$ cat src/hsd_pkg.sv
// Shared types, constants and helpers for the Hangul syllable decomposer.
// Used by hsd_front, hsd_fifo, hsd_back and the top level.
package hsd_pkg;

    localparam logic [15:0] SYL_FIRST    = 16'hAC00;
    localparam logic [15:0] SYL_LAST     = 16'hD7A3;
    localparam logic [15:0] INITIAL_BASE = 16'h1100;
    localparam logic [15:0] MEDIAL_BASE  = 16'h1161;
    localparam logic [15:0] FINAL_BASE   = 16'h11A7;
    localparam logic [7:0]  LEAD_MASK    = 8'hE0;
    localparam logic [7:0]  CONT_MARK    = 8'h80;
    localparam logic [7:0]  CONT_BITS    = 8'h3F;

    // Reciprocal multipliers: (s >> 2) / 7 and l / 21, exact over the syllable range
    localparam logic [12:0] RECIP_7      = 13'd4682;
    localparam int          RECIP_7_SH   = 15;
    localparam logic [8:0]  RECIP_21     = 9'd391;
    localparam int          RECIP_21_SH  = 13;

    localparam logic [3:0]  JAMO_LAST_SHORT = 4'd5;
    localparam logic [3:0]  JAMO_LAST_LONG  = 4'd8;

    // Command from the front part to the back part
    typedef struct packed {
        logic            jamo;     // 1: decompose syllable offset s
        logic            last;     // command ends the string
        logic [1:0]      nbytes;   // pass-through bytes, 1..3
        logic [13:0]     s;        // code point minus SYL_FIRST
        logic [2:0][7:0] bytes;    // pass-through bytes, index 0 first out
    } t_cmd;

    // One byte of the three-byte UTF-8 form of code point j
    function automatic logic [7:0] utf8_byte(input logic [15:0] j, input logic [1:0] pos);
        logic [7:0] b;
        unique case (pos)
            2'd0:    b = LEAD_MASK | {4'd0, j[15:12]};
            2'd1:    b = CONT_MARK | {2'd0, j[11:6]};
            default: b = CONT_MARK | {2'd0, j[5:0]};
        endcase
        return b;
    endfunction

endpackage

$ cat src/hsd_front.sv
// Front part: byte window, three-byte syllable test and command build.
// Depends on hsd_pkg.
module hsd_front import hsd_pkg::*; (
    input  logic       i_clk,
    input  logic       i_rst_n,
    input  logic       i_valid,
    output logic       o_ready,
    input  logic [7:0] i_byte,
    input  logic       i_last,
    input  logic       i_full,
    output logic       o_push,
    output t_cmd       o_cmd
);

    logic [1:0][7:0] r_pend, n_pend;
    logic [1:0]      r_cnt, n_cnt;
    logic            accept;
    logic            shape;
    logic [15:0]     cp;
    logic            hit;
    logic [15:0]     s_full;
    t_cmd            cmd;
    logic            has_out;

    assign o_ready = !i_full;
    assign accept  = i_valid && !i_full;

    assign shape = ((r_pend[0] & LEAD_MASK) == LEAD_MASK) && r_pend[1][7] && i_byte[7];
    assign cp    = {r_pend[0][3:0], r_pend[1][5:0], i_byte[5:0]};
    assign hit   = shape && (cp >= SYL_FIRST) && (cp <= SYL_LAST);
    assign s_full = cp - SYL_FIRST;

    always_comb begin
        n_pend  = r_pend;
        n_cnt   = r_cnt;
        has_out = 1'b0;
        cmd     = '0;
        cmd.last = i_last;
        cmd.s    = s_full[13:0];
        priority if (r_cnt == 2'd2) begin
            has_out = 1'b1;
            if (hit) begin
                cmd.jamo = 1'b1;
                n_cnt    = 2'd0;
            end else begin
                cmd.bytes[0] = r_pend[0];
                cmd.nbytes   = 2'd1;
                n_pend[0]    = r_pend[1];
                n_pend[1]    = i_byte;
                if (i_last) begin
                    // flush the slid window behind the passed byte
                    cmd.bytes[1] = r_pend[1];
                    cmd.bytes[2] = i_byte;
                    cmd.nbytes   = 2'd3;
                    n_cnt        = 2'd0;
                end
            end
        end else if (i_last) begin
            has_out      = 1'b1;
            cmd.bytes[0] = (r_cnt == 2'd1) ? r_pend[0] : i_byte;
            cmd.bytes[1] = i_byte;
            cmd.nbytes   = r_cnt + 2'd1;
            n_cnt        = 2'd0;
        end else begin
            n_pend[r_cnt[0]] = i_byte;
            n_cnt            = r_cnt + 2'd1;
        end
    end

    assign o_push = accept && has_out;
    assign o_cmd  = cmd;

    always_ff @(posedge i_clk) begin
        if (!i_rst_n) begin
            r_cnt <= 2'd0;
        end else if (accept) begin
            r_cnt <= n_cnt;
        end
        if (accept) begin
            r_pend <= n_pend;
        end
    end

endmodule

$ cat src/hsd_fifo.sv
// Short command queue between the front and back parts.
// Depends on hsd_pkg for the command type.
module hsd_fifo import hsd_pkg::*; #(
    parameter int DEPTH = 4
) (
    input  logic i_clk,
    input  logic i_rst_n,
    input  logic i_push,
    input  t_cmd i_cmd,
    input  logic i_pop,
    output logic o_full,
    output logic o_empty,
    output t_cmd o_head
);

    localparam int PW = (DEPTH > 1) ? $clog2(DEPTH) : 1;
    localparam int CW = $clog2(DEPTH + 1);
    localparam logic [PW-1:0] PTR_LAST = PW'(DEPTH - 1);
    localparam logic [CW-1:0] CNT_FULL = CW'(DEPTH);

    t_cmd          r_mem [DEPTH];
    logic [PW-1:0] r_wr, r_rd;
    logic [CW-1:0] r_cnt;
    logic          do_push, do_pop;

    assign o_full  = (r_cnt == CNT_FULL);
    assign o_empty = (r_cnt == '0);
    assign o_head  = r_mem[r_rd];
    assign do_push = i_push && !o_full;
    assign do_pop  = i_pop && !o_empty;

    always_ff @(posedge i_clk) begin
        if (!i_rst_n) begin
            r_wr  <= '0;
            r_rd  <= '0;
            r_cnt <= '0;
        end else begin
            if (do_push) begin
                r_wr <= (r_wr == PTR_LAST) ? '0 : r_wr + 1'b1;
            end
            if (do_pop) begin
                r_rd <= (r_rd == PTR_LAST) ? '0 : r_rd + 1'b1;
            end
            if (do_push && !do_pop) begin
                r_cnt <= r_cnt + 1'b1;
            end else if (do_pop && !do_push) begin
                r_cnt <= r_cnt - 1'b1;
            end
        end
        if (do_push) begin
            r_mem[r_wr] <= i_cmd;
        end
    end

endmodule

$ cat src/hsd_back.sv
// Back part: jamo index split and byte sequencer with output register.
// Depends on hsd_pkg.
module hsd_back import hsd_pkg::*; (
    input  logic       i_clk,
    input  logic       i_rst_n,
    input  logic       i_empty,
    input  t_cmd       i_head,
    output logic       o_pop,
    output logic       o_valid,
    input  logic       i_ready,
    output logic [7:0] o_byte,
    output logic       o_run_last,
    output logic       o_string_last
);

    logic [3:0]  r_idx;
    logic [1:0]  r_wait;
    logic [8:0]  r_l;
    logic [4:0]  r_ini, r_fin, r_med;
    logic        r_valid;
    logic [7:0]  r_byte;
    logic        r_run_last, r_string_last;

    logic [24:0] prod_l;
    logic [17:0] prod_i;
    logic [13:0] fin_full;
    logic [8:0]  med_full;
    logic        slot_free;
    logic        can_emit;
    logic        is_end;
    logic [7:0]  byte_out;
    logic [15:0] j;
    logic [1:0]  pos;
    logic [3:0]  last_idx;

    // Split s = 588*ini + 28*med + fin over a short register chain
    assign prod_l   = 25'(i_head.s[13:2]) * 25'(RECIP_7);
    assign prod_i   = 18'(r_l) * 18'(RECIP_21);
    assign fin_full = i_head.s - 14'(r_l) * 14'd28;
    assign med_full = r_l - 9'(r_ini) * 9'd21;

    always_ff @(posedge i_clk) begin
        r_l   <= prod_l[RECIP_7_SH +: 9];
        r_ini <= prod_i[RECIP_21_SH +: 5];
        r_fin <= fin_full[4:0];
        r_med <= med_full[4:0];
    end

    assign last_idx = (r_fin != 5'd0) ? JAMO_LAST_LONG : JAMO_LAST_SHORT;

    always_comb begin
        j   = INITIAL_BASE + 16'(r_ini);
        pos = r_idx[1:0];
        if (r_idx >= 4'd6) begin
            j   = FINAL_BASE + 16'(r_fin);
            pos = 2'(r_idx - 4'd6);
        end else if (r_idx >= 4'd3) begin
            j   = MEDIAL_BASE + 16'(r_med);
            pos = 2'(r_idx - 4'd3);
        end
    end

    always_comb begin
        if (i_head.jamo) begin
            can_emit = !i_empty && (r_wait == 2'd2);
            is_end   = (r_idx == last_idx);
            byte_out = utf8_byte(j, pos);
        end else begin
            can_emit = !i_empty;
            is_end   = (r_idx[1:0] == i_head.nbytes - 2'd1);
            byte_out = i_head.bytes[r_idx[1:0]];
        end
    end

    assign slot_free = !r_valid || i_ready;
    assign o_pop     = can_emit && slot_free && is_end;

    always_ff @(posedge i_clk) begin
        if (!i_rst_n) begin
            r_idx   <= '0;
            r_wait  <= '0;
            r_valid <= 1'b0;
        end else begin
            // wait for the index split of a fresh jamo command
            if (!i_empty && i_head.jamo && r_wait != 2'd2) begin
                r_wait <= r_wait + 2'd1;
            end
            if (can_emit && slot_free) begin
                r_valid <= 1'b1;
                if (is_end) begin
                    r_idx  <= '0;
                    r_wait <= '0;
                end else begin
                    r_idx <= r_idx + 4'd1;
                end
            end else if (i_ready) begin
                r_valid <= 1'b0;
            end
        end
        if (can_emit && slot_free) begin
            r_byte        <= byte_out;
            r_run_last    <= is_end;
            r_string_last <= is_end && i_head.last;
        end
    end

    assign o_valid       = r_valid;
    assign o_byte        = r_byte;
    assign o_run_last    = r_run_last;
    assign o_string_last = r_string_last;

endmodule

$ cat src/hangul_syllable_decompose_utf8.sv
// Top level of the streaming Hangul syllable decomposer over UTF-8 bytes.
// Instantiates hsd_front, hsd_fifo and hsd_back; depends on hsd_pkg.
//
//  channel   dir  tdata             tuser         tlast
//  s_axis    in   in_byte[7:0]      -             end_of_string
//  m_axis    out  out_byte[7:0]     string_last   run_last
//
// One input byte is taken per cycle while the command queue has room.
// The back part sends one output byte per cycle while the receiver is ready and no
// jamo index split is pending; a syllable gives 6 or 9 output bytes, which wait
// for that split, and other bytes pass through one for one.
// Reset is synchronous and active low; it empties the window and queue.
// Either side may stall; the queue and output register absorb it.
module hangul_syllable_decompose_utf8 import hsd_pkg::*; #(
    parameter int QUEUE_DEPTH = 4
) (
    input  logic       i_clk,
    input  logic       i_rst_n,
    input  logic       i_s_axis_tvalid,
    output logic       o_s_axis_tready,
    input  logic [7:0] i_s_axis_tdata,   // [7:0] in_byte
    input  logic       i_s_axis_tlast,   // end_of_string
    output logic       o_m_axis_tvalid,
    input  logic       i_m_axis_tready,
    output logic [7:0] o_m_axis_tdata,   // [7:0] out_byte
    output logic       o_m_axis_tlast,   // run_last
    output logic       o_m_axis_tuser    // [0] string_last
);

    logic push, pop, full, empty;
    t_cmd cmd, head;

    hsd_front u_front (
        .i_clk   (i_clk),
        .i_rst_n (i_rst_n),
        .i_valid (i_s_axis_tvalid),
        .o_ready (o_s_axis_tready),
        .i_byte  (i_s_axis_tdata),
        .i_last  (i_s_axis_tlast),
        .i_full  (full),
        .o_push  (push),
        .o_cmd   (cmd)
    );

    hsd_fifo #(
        .DEPTH (QUEUE_DEPTH)
    ) u_fifo (
        .i_clk   (i_clk),
        .i_rst_n (i_rst_n),
        .i_push  (push),
        .i_cmd   (cmd),
        .i_pop   (pop),
        .o_full  (full),
        .o_empty (empty),
        .o_head  (head)
    );

    hsd_back u_back (
        .i_clk         (i_clk),
        .i_rst_n       (i_rst_n),
        .i_empty       (empty),
        .i_head        (head),
        .o_pop         (pop),
        .o_valid       (o_m_axis_tvalid),
        .i_ready       (i_m_axis_tready),
        .o_byte        (o_m_axis_tdata),
        .o_run_last    (o_m_axis_tlast),
        .o_string_last (o_m_axis_tuser)
    );

endmodule

$ cat config.mk
export PLATFORM = sky130hd
export DESIGN_NAME = hangul_syllable_decompose_utf8
export DESIGN_NICKNAME = d
export VERILOG_FILES = /design/src/hsd_pkg.sv /design/src/hsd_front.sv /design/src/hsd_fifo.sv /design/src/hsd_back.sv /design/src/hangul_syllable_decompose_utf8.sv
export SDC_FILE = /design/constraint.sdc
export NUM_CORES = 1
export LEC_CHECK = 0
export BUFFER_PORTS_ARGS = -buffer_cell sky130_fd_sc_hd__buf_2
export CAP_MARGIN = 20
export CORE_MARGIN = 4
export CORE_UTILIZATION = 60
export DETAILED_ROUTE_END_ITERATION = 10
export PLACE_DENSITY = 0.77
export SLEW_MARGIN = 10
export SYNTH_ARGS = -nofsm -noshare
export SYNTH_HDL_FRONTEND = slang
export SYNTH_SLANG_ARGS = --single-unit
$ cat constraint.sdc
create_clock -name i_clk -period 7.37 [get_ports i_clk]
set_clock_uncertainty 0.2 [all_clocks]
set_input_delay 0.737 -clock i_clk [delete_from_list [all_inputs] [get_ports i_clk]]
set_output_delay 0.737 -clock i_clk [all_outputs]
set_load 0.005 [all_outputs]
==> results of run 1 <==
==> per-stage QoR <==
stage | power [mW] | cell area (um2) | cells | hold slack (ps)
after global placement | 4.71 | 13400 | 1219 | 268
final | 5.95 | 14200 | 1266 | 288
after detailed placement | 4.79 | 13400 | 1219 | 286
after floorplan | 4.12 | 13000 | 944 | 255
after global routing | 6.56 | 14200 | 1266 | 312
after CTS | 6.01 | 14200 | 1262 | 294
==> power by group <==
group / internal (mW) / switching [mW]
clock: 0.702 / 0.483
sequential: 1.63 / 0.147
combinational: 1.37 / 1.62
==> sequential cells by signal, indices dropped and copies added (netlist names), named ones only <==
name / flops
u_back.o_byte: 8
u_back.o_run_last: 1
u_back.o_string_last: 1
u_back.o_valid: 1
u_back.r_fin: 5
u_back.r_idx: 4
u_back.r_ini: 5
u_back.r_l: 9
u_back.r_med: 5
u_back.r_wait: 2
u_fifo.r_cnt: 3
u_fifo.r_mem: 168
u_fifo.r_rd: 2
u_fifo.r_wr: 2
u_front.cp: 10
u_front.r_cnt: 2
u_front.r_pend: 6
==> logic make-up (layout without fill, tap and decap cells) <==
| family | count (synthesis) | in the layout | share of synthesized area [%] |
|---|---|---|---|
| DFF | 236 | 236 | 51.3 |
| xor gates and xnor gates | 41 | 41 | 2.76 |
| and+or+nand+nor | 163 | 163 | 6.58 |
| muxes | 52 | 52 | 8.14 |
| buffers and inverters | 129 | 176 | 3.87 |
| AOI/OAI and AO/OA | 138 | 138 | 7.64 |
| adders and majority gates | 185 | 185 | 19.8 |
==> cell usage in the layout (no fill, tap or decap), types with 20 or more instances in the layout <==
| cell | count |
|---|---|
| nor2_1 | 32 |
| ha_1 | 151 |
| fa_1 | 34 |
| nand2_1 | 43 |
| inv_1 | 101 |
| buf_2 | 25 |
| dfxtp_1 | 40 |
| a21oi_1 | 32 |
| xnor2_1 | 27 |
| nor2b_1 | 20 |
| edfxtp_1 | 194 |
| clkbuf_16 | 25 |
| mux4_2 | 43 |
==> per-layer routing <==
| layer | vias to the layer above | global-route usage [%] |
|---|---|---|
| met2 | 219 | 35.2 |
| met4 | 0 | 4.09 |
| met3 | 31 | 2.28 |
| met5 | - | 0 |
| li1 | 3564 | - |
| met1 | 3726 | 30.2 |
==> worst reg2reg max path: stages (launching register included) <==
cell,delay [ps]
dfxtp_2,590
mux4_2,630
ha_1,370
inv_1,80
fa_1,530
inv_1,60
fa_1,540
inv_1,60
fa_1,530
inv_1,40
ha_1,360
o21ai_0,180
a21oi_1,110
a21oi_1,140
o21ai_0,120
and3_1,210
a221oi_1,310
xnor2_1,160
==> how the worst max path moves through the flow <==
stage | slack [ps] | to | depth (start not counted)
floorplan | 1630 | u_back.r_l[7] | 21
global placement | 2180 | u_back.r_l[7] | 17
detailed placement | 2090 | u_back.r_l[7] | 17
CTS | 2060 | u_back.r_l[7] | 17
global route | 1770 | u_back.r_l[7] | 17
finish | 2090 | u_back.r_l[7] | 17
==> cell type report <==
class | count | area share, %
Clock inverter | 10 | 0.756
Tap cell | 275 | 2.42
Clock buffer | 33 | 4.68
Multi-Input combinational cell | 579 | 41.1
Sequential cell | 236 | 46.9
Timing Repair Buffer | 31 | 1.51
Inverter | 102 | 2.69
==> run summary, run 1 <==
Layout Nets - 1172
Leading area contributor after synthesis - edfxtp_1
Area of the multi-input gates - 5840 um2
Clock Sinks - 236
Highest metal used - met4
Syn Area/Cell - 13.8 um2
Count leader, synth - edfxtp_1
# hold bufs at CTS - 0
Most frequent CP cell - inv_1
Sequential area share after synthesis - 51.3%
Worst endpoint required time - 7610 ps
Fillcell total - 1445
Post-Syn Area - 13000 um2
Family with the most delay on the worst path - adder cells
VDD IR max - 249 uV
Number of distinct library cells after synthesis - 69
RSZ-0062 raised after global routing - no
Peak Freq - 0.189 GHz
Type of the tightest min-delay check - flop to flop
Via/cell ratio - 5.96
R2r setup slk - 2090 ps
Chip height - 155 um
Total Routing Usage GR - 20.9%
TritonCTS Buffers - 24
Reg2Reg Capture Point - u_back.r_l[7]
EDFF count, synth - 194
Drt wl/cell - 19.4 um
Power per cell area - 418 nW/um2
Yosys top cell area share - 44.8%
Placeable Area - 21200 um2
Worst setup SP type - flop
Post-CTS sizing - 0
Pre-antenna DRT Iters - 5
Gr ovfl total - 0
Crit path buf inv count - 4
Ratio of final minimum period to clock period - 71.7%
Setup TNS - 0 ps
Clock Tree Root - clkbuf_16
Post-route ant nets - 0
Antenna violations before repair - 0
Critical path type - flop to flop
Crit-path cells - mux4_2, ha_1, inv_1, fa_1, inv_1, fa_1, inv_1, fa_1, inv_1, ha_1, o21ai_0, a21oi_1, a21oi_1, o21ai_0, and3_1, a221oi_1, xnor2_1
Met2 wire len - 11900 um
TritonCTS clock tree - done
Area delta synth->final - 9.40%
DRC viols - 0
H-tree levels - 1
Setup violation total in the final timing report - 0
Global-route wire length before repair - 40300 um
Top post-synthesis cells by area - edfxtp_1 45%, ha_1 15%, mux4_2 7.4%
Status - finished clean
Clk_lat worst skew - 510 ps
Commonest cells post-synth - 194 x edfxtp_1, 151 x ha_1, 101 x inv_1, 43 x mux4_2, 43 x nand2_1
Worst hold endpoint - u_front.r_cnt[1]
Chip width - 155 um
Initial DRC count - 606
Post-CTS setup buffers - 0
Largest net degree at the start of global routing - 43
Storage cell area - 6670 um2
Via count - 7540
Row count - 53
Ports - 25
Final min period - 5280 ps
R2R cell count - 17
DP Worst Slack - 2090 ps
Starting density of the core - 61.5%
DR WL met3 - 1330 um
WL final - 24500 um
Max Slew Vio Count - 0
Maxcap violations - 0
Data arrival, critical path - 5520 ps
Final hold vios - 0
Setup ws final - 2090 ps
Hold Path Origin - u_front.r_cnt[1]
Static Leak - 5.74 nW
Number of synthesized register bits - 236
Slowest-stage cell, CP - mux4_2
Post-Route Utilization - 67.3%
Dpl hpwl - 17000 um
Crit path largest cell delay - 630 ps
Register clock-pin slew on the reported worst setup and hold paths - 60 ps
Vias in the first global route - 7702
Diode count - 0
Crit-path max FO - 13
Synth Warn # - 0
Gpl congestion - 0.819
PortBufs - 24
Slew headroom - 26.9%
Predominant post-synthesis flop cell - edfxtp_1
Worst slew pin tran - 1100 ps
CTS max path bufs - 3
Die ar. - 24100 um2
Synth Instances - 944
Asr flop ratio synth - 0%
Hold Path Stages - 2
Syn_nets - 1142
DRT met1 WL - 10900 um
Layout cells sized above 1 - 13.3%
Critical path endpoint category - flop
Note: power is estimated with default switching activity, not from simulation.
==> inputs of run 2 (changes only) <==
clock period = 5.35 ns   (was 7.37 ns; I/O delays follow)
==> run 2 against run 1 <==
Against the previous run:
- global-route usage is 1.5 points higher
- sequential cell count did not move
- first-iteration DRC count shrank 1.3%
- fmax up 4.7%
- count of clock-buffer cells in the layout fell by 1
- routed wire length grew 7.2%
- cell area increased by 0.29%
- sequential power increased by 38%
- core utilization grew 0.20 points
==> run summary, run 2 (same netlist as run 1, synthesis figures left out) <==
Max Slew Vio Count - 0 (unchanged)
Critical path endpoint category - flop
Worst endpoint required time - 5590 ps (-2020 ps)
Peak Freq - 0.198 GHz (+4.7%)
Static Leak - 5.80 nW (+0.90%)
Fillcell total - 1442 (-0.21%)
Ports - 25 (unchanged)
Storage cell area - 6670 um2 (about the same)
Clock Tree Root - clkbuf_16
Die ar. - 24100 um2 (unchanged)
Global-route wire length before repair - 42600 um (+5.8%)
Final hold vios - 0 (unchanged)
VDD IR max - 322 uV (+30%)
Most frequent cells in the layout - 194 x edfxtp_1, 151 x ha_1, 101 x inv_1, 43 x mux4_2, 43 x nand2_1
Total Routing Usage GR - 22.5% (+1.5 points)
PortBufs - 24 (unchanged)
Maxcap violations - 0 (unchanged)
Pre-antenna DRT Iters - 7 (+2)
Largest net degree at the start of global routing - 42 (-2.3%)
CTS max path bufs - 3 (unchanged)
Setup violation total in the final timing report - 0 (unchanged)
Antenna violations before repair - 0 (unchanged)
Gpl congestion - 0.862 (+5.3%)
Reg with most FFs - u_fifo.r_mem
Via/cell ratio - 6.00 (+0.66%)
Post-route ant nets - 0 (unchanged)
Sw frac - 38.2% (+0.36 points)
Worst setup SP type - flop
Slew headroom - 31.5% (+4.6 points)
Final min period - 5050 ps (-239 ps)
Worst slew pin tran - 1020 ps (-76.3 ps)
Leading cell type in the layout, fill and taps excluded - edfxtp_1
Via count - 7638 (+1.3%)
Final Non-Filler Cells - 1274 (+0.63%)
Area delta synth->final - 9.72%
Register clock-pin slew on the reported worst setup and hold paths - 60 ps (about the same)
Row count - 53 (unchanged)
Vias in the first global route - 7839 (+1.8%)
Initial DRC count - 598 (-1.3%)
H-tree levels - 1 (unchanged)
DRC viols - 0 (unchanged)
Post-CTS setup buffers - 0 (unchanged)
Setup TNS - 0 ps (unchanged)
Crit-path max FO - 8 (-5)
Diode count - 0 (unchanged)
TritonCTS Buffers - 25 (+4.2%)
Starting density of the core - 61.5% (unchanged)
Clk_lat worst skew - 520 ps (about the same)
Status - finished clean
RSZ-0062 raised after global routing - no
Area of the multi-input gates - 5850 um2 (about the same)
WL final - 26300 um (+7.2%)
Design internal power - 5.15 mW (+39%)
Final Hold Slack - 132 ps (-156 ps)
Power per cell area - 584 nW/um2 (+40%)
Layout cells sized above 1 - 14.2% (+0.89 points)
DP Cell Count - 1228 (+0.74%)
Placeable Area - 21200 um2 (unchanged)
Critical path type - flop to flop
Ratio of final minimum period to clock period - 94.3% (+23 points)
Chip height - 155 um (unchanged)
Dpl hpwl - 18100 um (+6.8%)
Clock Sinks - 236 (unchanged)
Combinational share of power - 50.1% (-0.2 points)
Chip width - 155 um (unchanged)
Max FFs per register - 168 (unchanged)
Layout Nets - 1178 (+0.51%)
Clock Power Share - 20.5% (+0.6 points)
TritonCTS clock tree - done
Data arrival, critical path - 5290 ps (-230 ps)
Seq pwr share - 29.4% (-0.4 points)
Largest regs - u_fifo.r_mem: 168 flops, u_front.cp: 10 flops, u_back.r_l: 9 flops
Type of the tightest min-delay check - input pin to flop
Net Sw Power - 3.18 mW (+41%)
Gr ovfl total - 0 (unchanged)
Drt wl/cell - 20.6 um (+6.5%)
## run 2: changes by cell type in the layout (fill, tap and decap cells not counted), moves of 2 or more
cell        before  now
clkbuf_1         7    4
clkinvlp_4       3    0
inv_6            1    3
clkinv_4         0    2
buf_12           2    0
clkinv_2         1    3
clkbuf_8         1    3
buf_4            3   12
## run 2: power groups by stage
stage,Clock (mW),Combinational (mW),Sequential [mW]
CTS,1.73,4.24,2.45
floorplan,0,3.27,2.40
global placement,0,4.04,2.47
global route,1.81,4.91,2.48
detailed placement,0,4.16,2.48
finish,1.70,4.18,2.45
## run 2: path summary, 6_finish.rpt
check / cells past startpoint / slack (ps) / start / end
setup reg to reg: 17 / 300 / flop / u_back.r_l[7]
setup / recovery: 17 / 300 / flop / u_back.r_l[7]
hold / removal: 3 / 130 / i_s_axis_tvalid / u_front.r_cnt[1]
hold reg to reg: 2 / 290 / u_fifo.r_rd[1] / flop
## run 2: final cells by class
| cell class | instances | area share [%] |
|---|---|---|
| clock buffers | 32 | 4.78 |
| well taps | 275 | 2.41 |
| repair buffers | 36 | 1.47 |
| clock inverters | 14 | 0.938 |
| multi-input cells | 579 | 41.0 |
| flip-flops and latches | 236 | 46.8 |
| inverters | 102 | 2.68 |
## run 2: repair_timing
item,4_1_cts,5_1_grt
endpoints found under the setup margin,0,1
hold buffers,0,0
resized for setup,0,2
hold endpoints to repair,0,0
## run 2: through the flow
step                      util (%)  cell area (um2)  total power [mW]  setup WS (ps)
after floorplan                  -            13000              5.68           17.2
after global placement        63.6            13400              6.51            364
after detailed placement      63.6            13400              6.65            227
after CTS                     67.4            14300              8.41            185
after global routing          67.5            14300              9.20           8.95
final                         67.5            14300              8.33            305
## run 2: worst max-delay path: stages, from the launching register on
cell and delay (ps):
dfxtp_4 410, mux4_2 600, ha_1 380, inv_1 80
fa_1 530, inv_1 50, fa_1 530, inv_1 50
fa_1 530, inv_1 40, ha_1 350, o21ai_0 170
a21oi_1 100, a21oi_1 140, o21ai_0 120, and3_1 210
a221oi_1 320, xnor2_1 150
## run 2: per-layer routing
| metal | wire, um | vias up | track usage (%) |
|---|---|---|---|
| met1 | 11100 | 3769 | 31.3 |
| met2 | 12900 | 240 | 37.8 |
| met3 | 1600 | 44 | 3.62 |
| met4 | 620 | 0 | 5.13 |
| li1 | - | 3585 | - |
| met5 | 0 | - | 0 |
==> inputs of run 3 (changes only) <==
CELL_PAD_IN_SITES_DETAIL_PLACEMENT = 1   (was default)
CELL_PAD_IN_SITES_GLOBAL_PLACEMENT = 2   (was default)
CORE_ASPECT_RATIO = 1.5   (was default)
CORE_UTILIZATION = 46   (was 60)
PLACE_DENSITY = default   (was 0.77)
PLACE_DENSITY_LB_ADDON = 0.1   (was default)
==> run 3 against run 2 <==
Against the previous run:
- sequential power about the same
- die area up 29%
- global-route usage down 2.9 points
- via count up 0.58%
- critical path depth unchanged
- routed wire length up 14%
- core utilization down 16 points
- clock power up 2%
- sequential cell count unchanged
- combinational power up 4%
- worst setup slack better by 62 ps
- first-iteration DRC count down 27%
- critical endpoint unchanged
- largest cell class unchanged
==> run summary, run 3 (same netlist as run 1, synthesis figures left out) <==
Worst setup SP type - flop
Area of the multi-input gates - 5840 um2 (about the same)
WL final - 29900 um (+14%)
Static Leak - 5.82 nW (+0.40%)
Pre-antenna DRT Iters - 5 (-2)
Via/cell ratio - 5.71 (-4.8%)
Antenna violations before repair - 0 (unchanged)
TritonCTS clock tree - done
VDD IR max - 295 uV (-8.5%)
Max FFs per register - 168 (unchanged)
Power Total - 8.52 mW (+2.3%)
Gpl congestion - 0.847 (-1.8%)
Final Non-Filler Cells - 1346 (+5.7%)
Crit-path cells - mux4_2, ha_1, inv_1, fa_1, inv_1, fa_1, inv_1, fa_1, inv_1, ha_1, o21ai_1, a21oi_1, a21oi_1, o21ai_0, and3_1, a221oi_1, xnor2_1
CTS max path bufs - 3 (unchanged)
Starting density of the core - 46.5% (-15 points)
Crit path largest cell delay - 570 ps (-30 ps)
Setup ws final - 367 ps (+62.0 ps)
Placeable Area - 28000 um2 (+32%)
Grt met1 use - 22.1% (-9.2 points)
Max Slew Vio Count - 0 (unchanged)
Hold Path Stages - 3 (unchanged)
Register clock-pin slew on the reported worst setup and hold paths - 60 ps (about the same)
Total Routing Usage GR - 19.6% (-2.9 points)
Peak Freq - 0.201 GHz (+1.2%)
Layout Nets - 1181 (+0.25%)
Hold Path Origin - i_s_axis_tvalid
Fillcell total - 2755 (+91%)
Largest net degree at the start of global routing - 43 (+2.4%)
Drt wl/cell - 22.2 um (+7.6%)
Grt met3 use - 2.14% (-1.5 points)
R2R cell count - 17 (unchanged)
Clock Sinks - 236 (unchanged)
Area delta synth->final - 10.9%
DP Worst Slack - 235 ps (+8.17 ps)
Storage cell area - 6670 um2 (unchanged)
Status - finished clean
Slew headroom - 35.9% (+4.4 points)
PortBufs - 24 (unchanged)
TritonCTS Buffers - 24 (-4.0%)
Worst slew pin tran - 954 ps (-65.5 ps)
Maxcap violations - 0 (unchanged)
Ports - 25 (unchanged)
Critical path type - flop to flop
Chip width - 145 um (-6.4%)
Chip height - 214 um (+38%)
Met2 Use GR - 39.0% (+1.1 points)
Most frequent CP cell - inv_1
Global-route wire length before repair - 48200 um (+13%)
Most frequent cells in the layout - 194 x edfxtp_1, 151 x ha_1, 101 x inv_1, 43 x mux4_2, 43 x nand2_1
Busiest grt layer - met2
Reg with most FFs - u_fifo.r_mem
Largest regs - u_fifo.r_mem: 168 flops, u_front.cp: 10 flops, u_back.r_l: 9 flops
Leading cell type in the layout, fill and taps excluded - edfxtp_1
H-tree levels - 1 (unchanged)
Dpl hpwl - 22200 um (+23%)
Clock Tree Root - clkbuf_16
Crit path buf inv count - 4 (unchanged)
Diode count - 0 (unchanged)
Initial DRC count - 438 (-27%)
Vias in the first global route - 8709 (+11%)
R2r setup slk - 370 ps (+60 ps)
Family with the most delay on the worst path - adder cells
Worst hold endpoint - u_front.r_cnt[1]
Slowest-stage cell, CP - mux4_2
RSZ-0062 raised after global routing - no
Setup violation total in the final timing report - 0 (unchanged)
DP Cell Count - 1302 (+6.0%)
Type of the tightest min-delay check - input pin to flop
Row count - 75 (+42%)
Layout cells sized above 1 - 14.6% (+0.39 points)
Clk_lat worst skew - 530 ps (about the same)
Via count - 7682 (+0.58%)
Post-route ant nets - 0 (unchanged)
Worst endpoint required time - 5600 ps (about the same)
Crit-path max FO - 7 (-1)
Gr ovfl total - 0 (unchanged)
Setup TNS - 0 ps (unchanged)
Final hold vios - 0 (unchanged)
Power per cell area - 590 nW/um2 (+1.1%)
Die ar. - 31100 um2 (+29%)
Data arrival, critical path - 5240 ps (-50 ps)
Final min period - 4980 ps (-62.0 ps)
Ratio of final minimum period to clock period - 93.1% (-1.2 points)
DRC viols - 0 (unchanged)
Reg2Reg Capture Point - u_back.r_l[7]
Critical path endpoint category - flop
Final Hold Slack - 97.8 ps (-34.6 ps)
==> run 3: how the worst max path moves through the flow <==
stage	slack, ps	to	from	cells after the start
2_1_floorplan	20	u_back.r_l[7]	flop	21
3_3_place_gp	280	u_back.r_l[7]	flop	17
3_5_place_dp	240	u_back.r_l[7]	flop	17
4_1_cts	230	u_back.r_l[7]	flop	17
5_1_grt	10	u_back.r_l[7]	flop	17
6_report	370	u_back.r_l[7]	flop	17
==> run 3: layout make-up <==
| cell class | instances | area share [%] |
|---|---|---|
| Inverter | 102 | 2.65 |
| Clock buffer | 27 | 4.24 |
| Sequential cell | 236 | 46.2 |
| Clock inverter | 16 | 1.48 |
| Tap cell | 346 | 3.00 |
| Timing Repair Buffer | 40 | 1.91 |
| Multi-Input combinational cell | 579 | 40.5 |
==> run 3: power by group <==
part	internal (mW)	total, mW	leakage (nW)	switching (mW)
clock network	1.03	1.74	0.398	0.713
logic	1.94	4.34	3.24	2.39
registers	2.24	2.44	2.18	0.199
total	5.21	8.52	5.82	3.31
==> run 3: layer usage <==
metal	up-vias	share of wire (%)	wire length, um
met5	-	0	0
met3	43	2.9	853
met4	0	2.1	642
met1	3919	38	11300
met2	140	57	17100
li1	3580	-	-
==> run 3: timing repair <==
| action | in CTS | in global routing |
|---|---|---|
| setup endpoints to repair | 0 | 1 |
| hold buffers | 0 | 0 |
| resized for setup | 0 | 2 |
| setup buffers | 0 | 0 |
==> run 3: worst reg2reg max path, cell delays in order, from the launching register on <==
cell,delay [ps]
dfxtp_4,420
mux4_2,570
ha_1,350
inv_1,70
fa_1,530
inv_1,50
fa_1,530
inv_1,60
fa_1,540
inv_1,40
ha_1,360
o21ai_1,150
a21oi_1,100
a21oi_1,140
o21ai_0,130
and3_1,220
a221oi_1,310
xnor2_1,150
==> run 3: per-stage QoR <==
step,util (%),area (um2)
2_1_floorplan,-,13000
3_3_place_gp,48.4,13500
3_5_place_dp,48.6,13600
4_1_cts,51.6,14400
5_1_grt,51.6,14400
6_report,51.6,14400
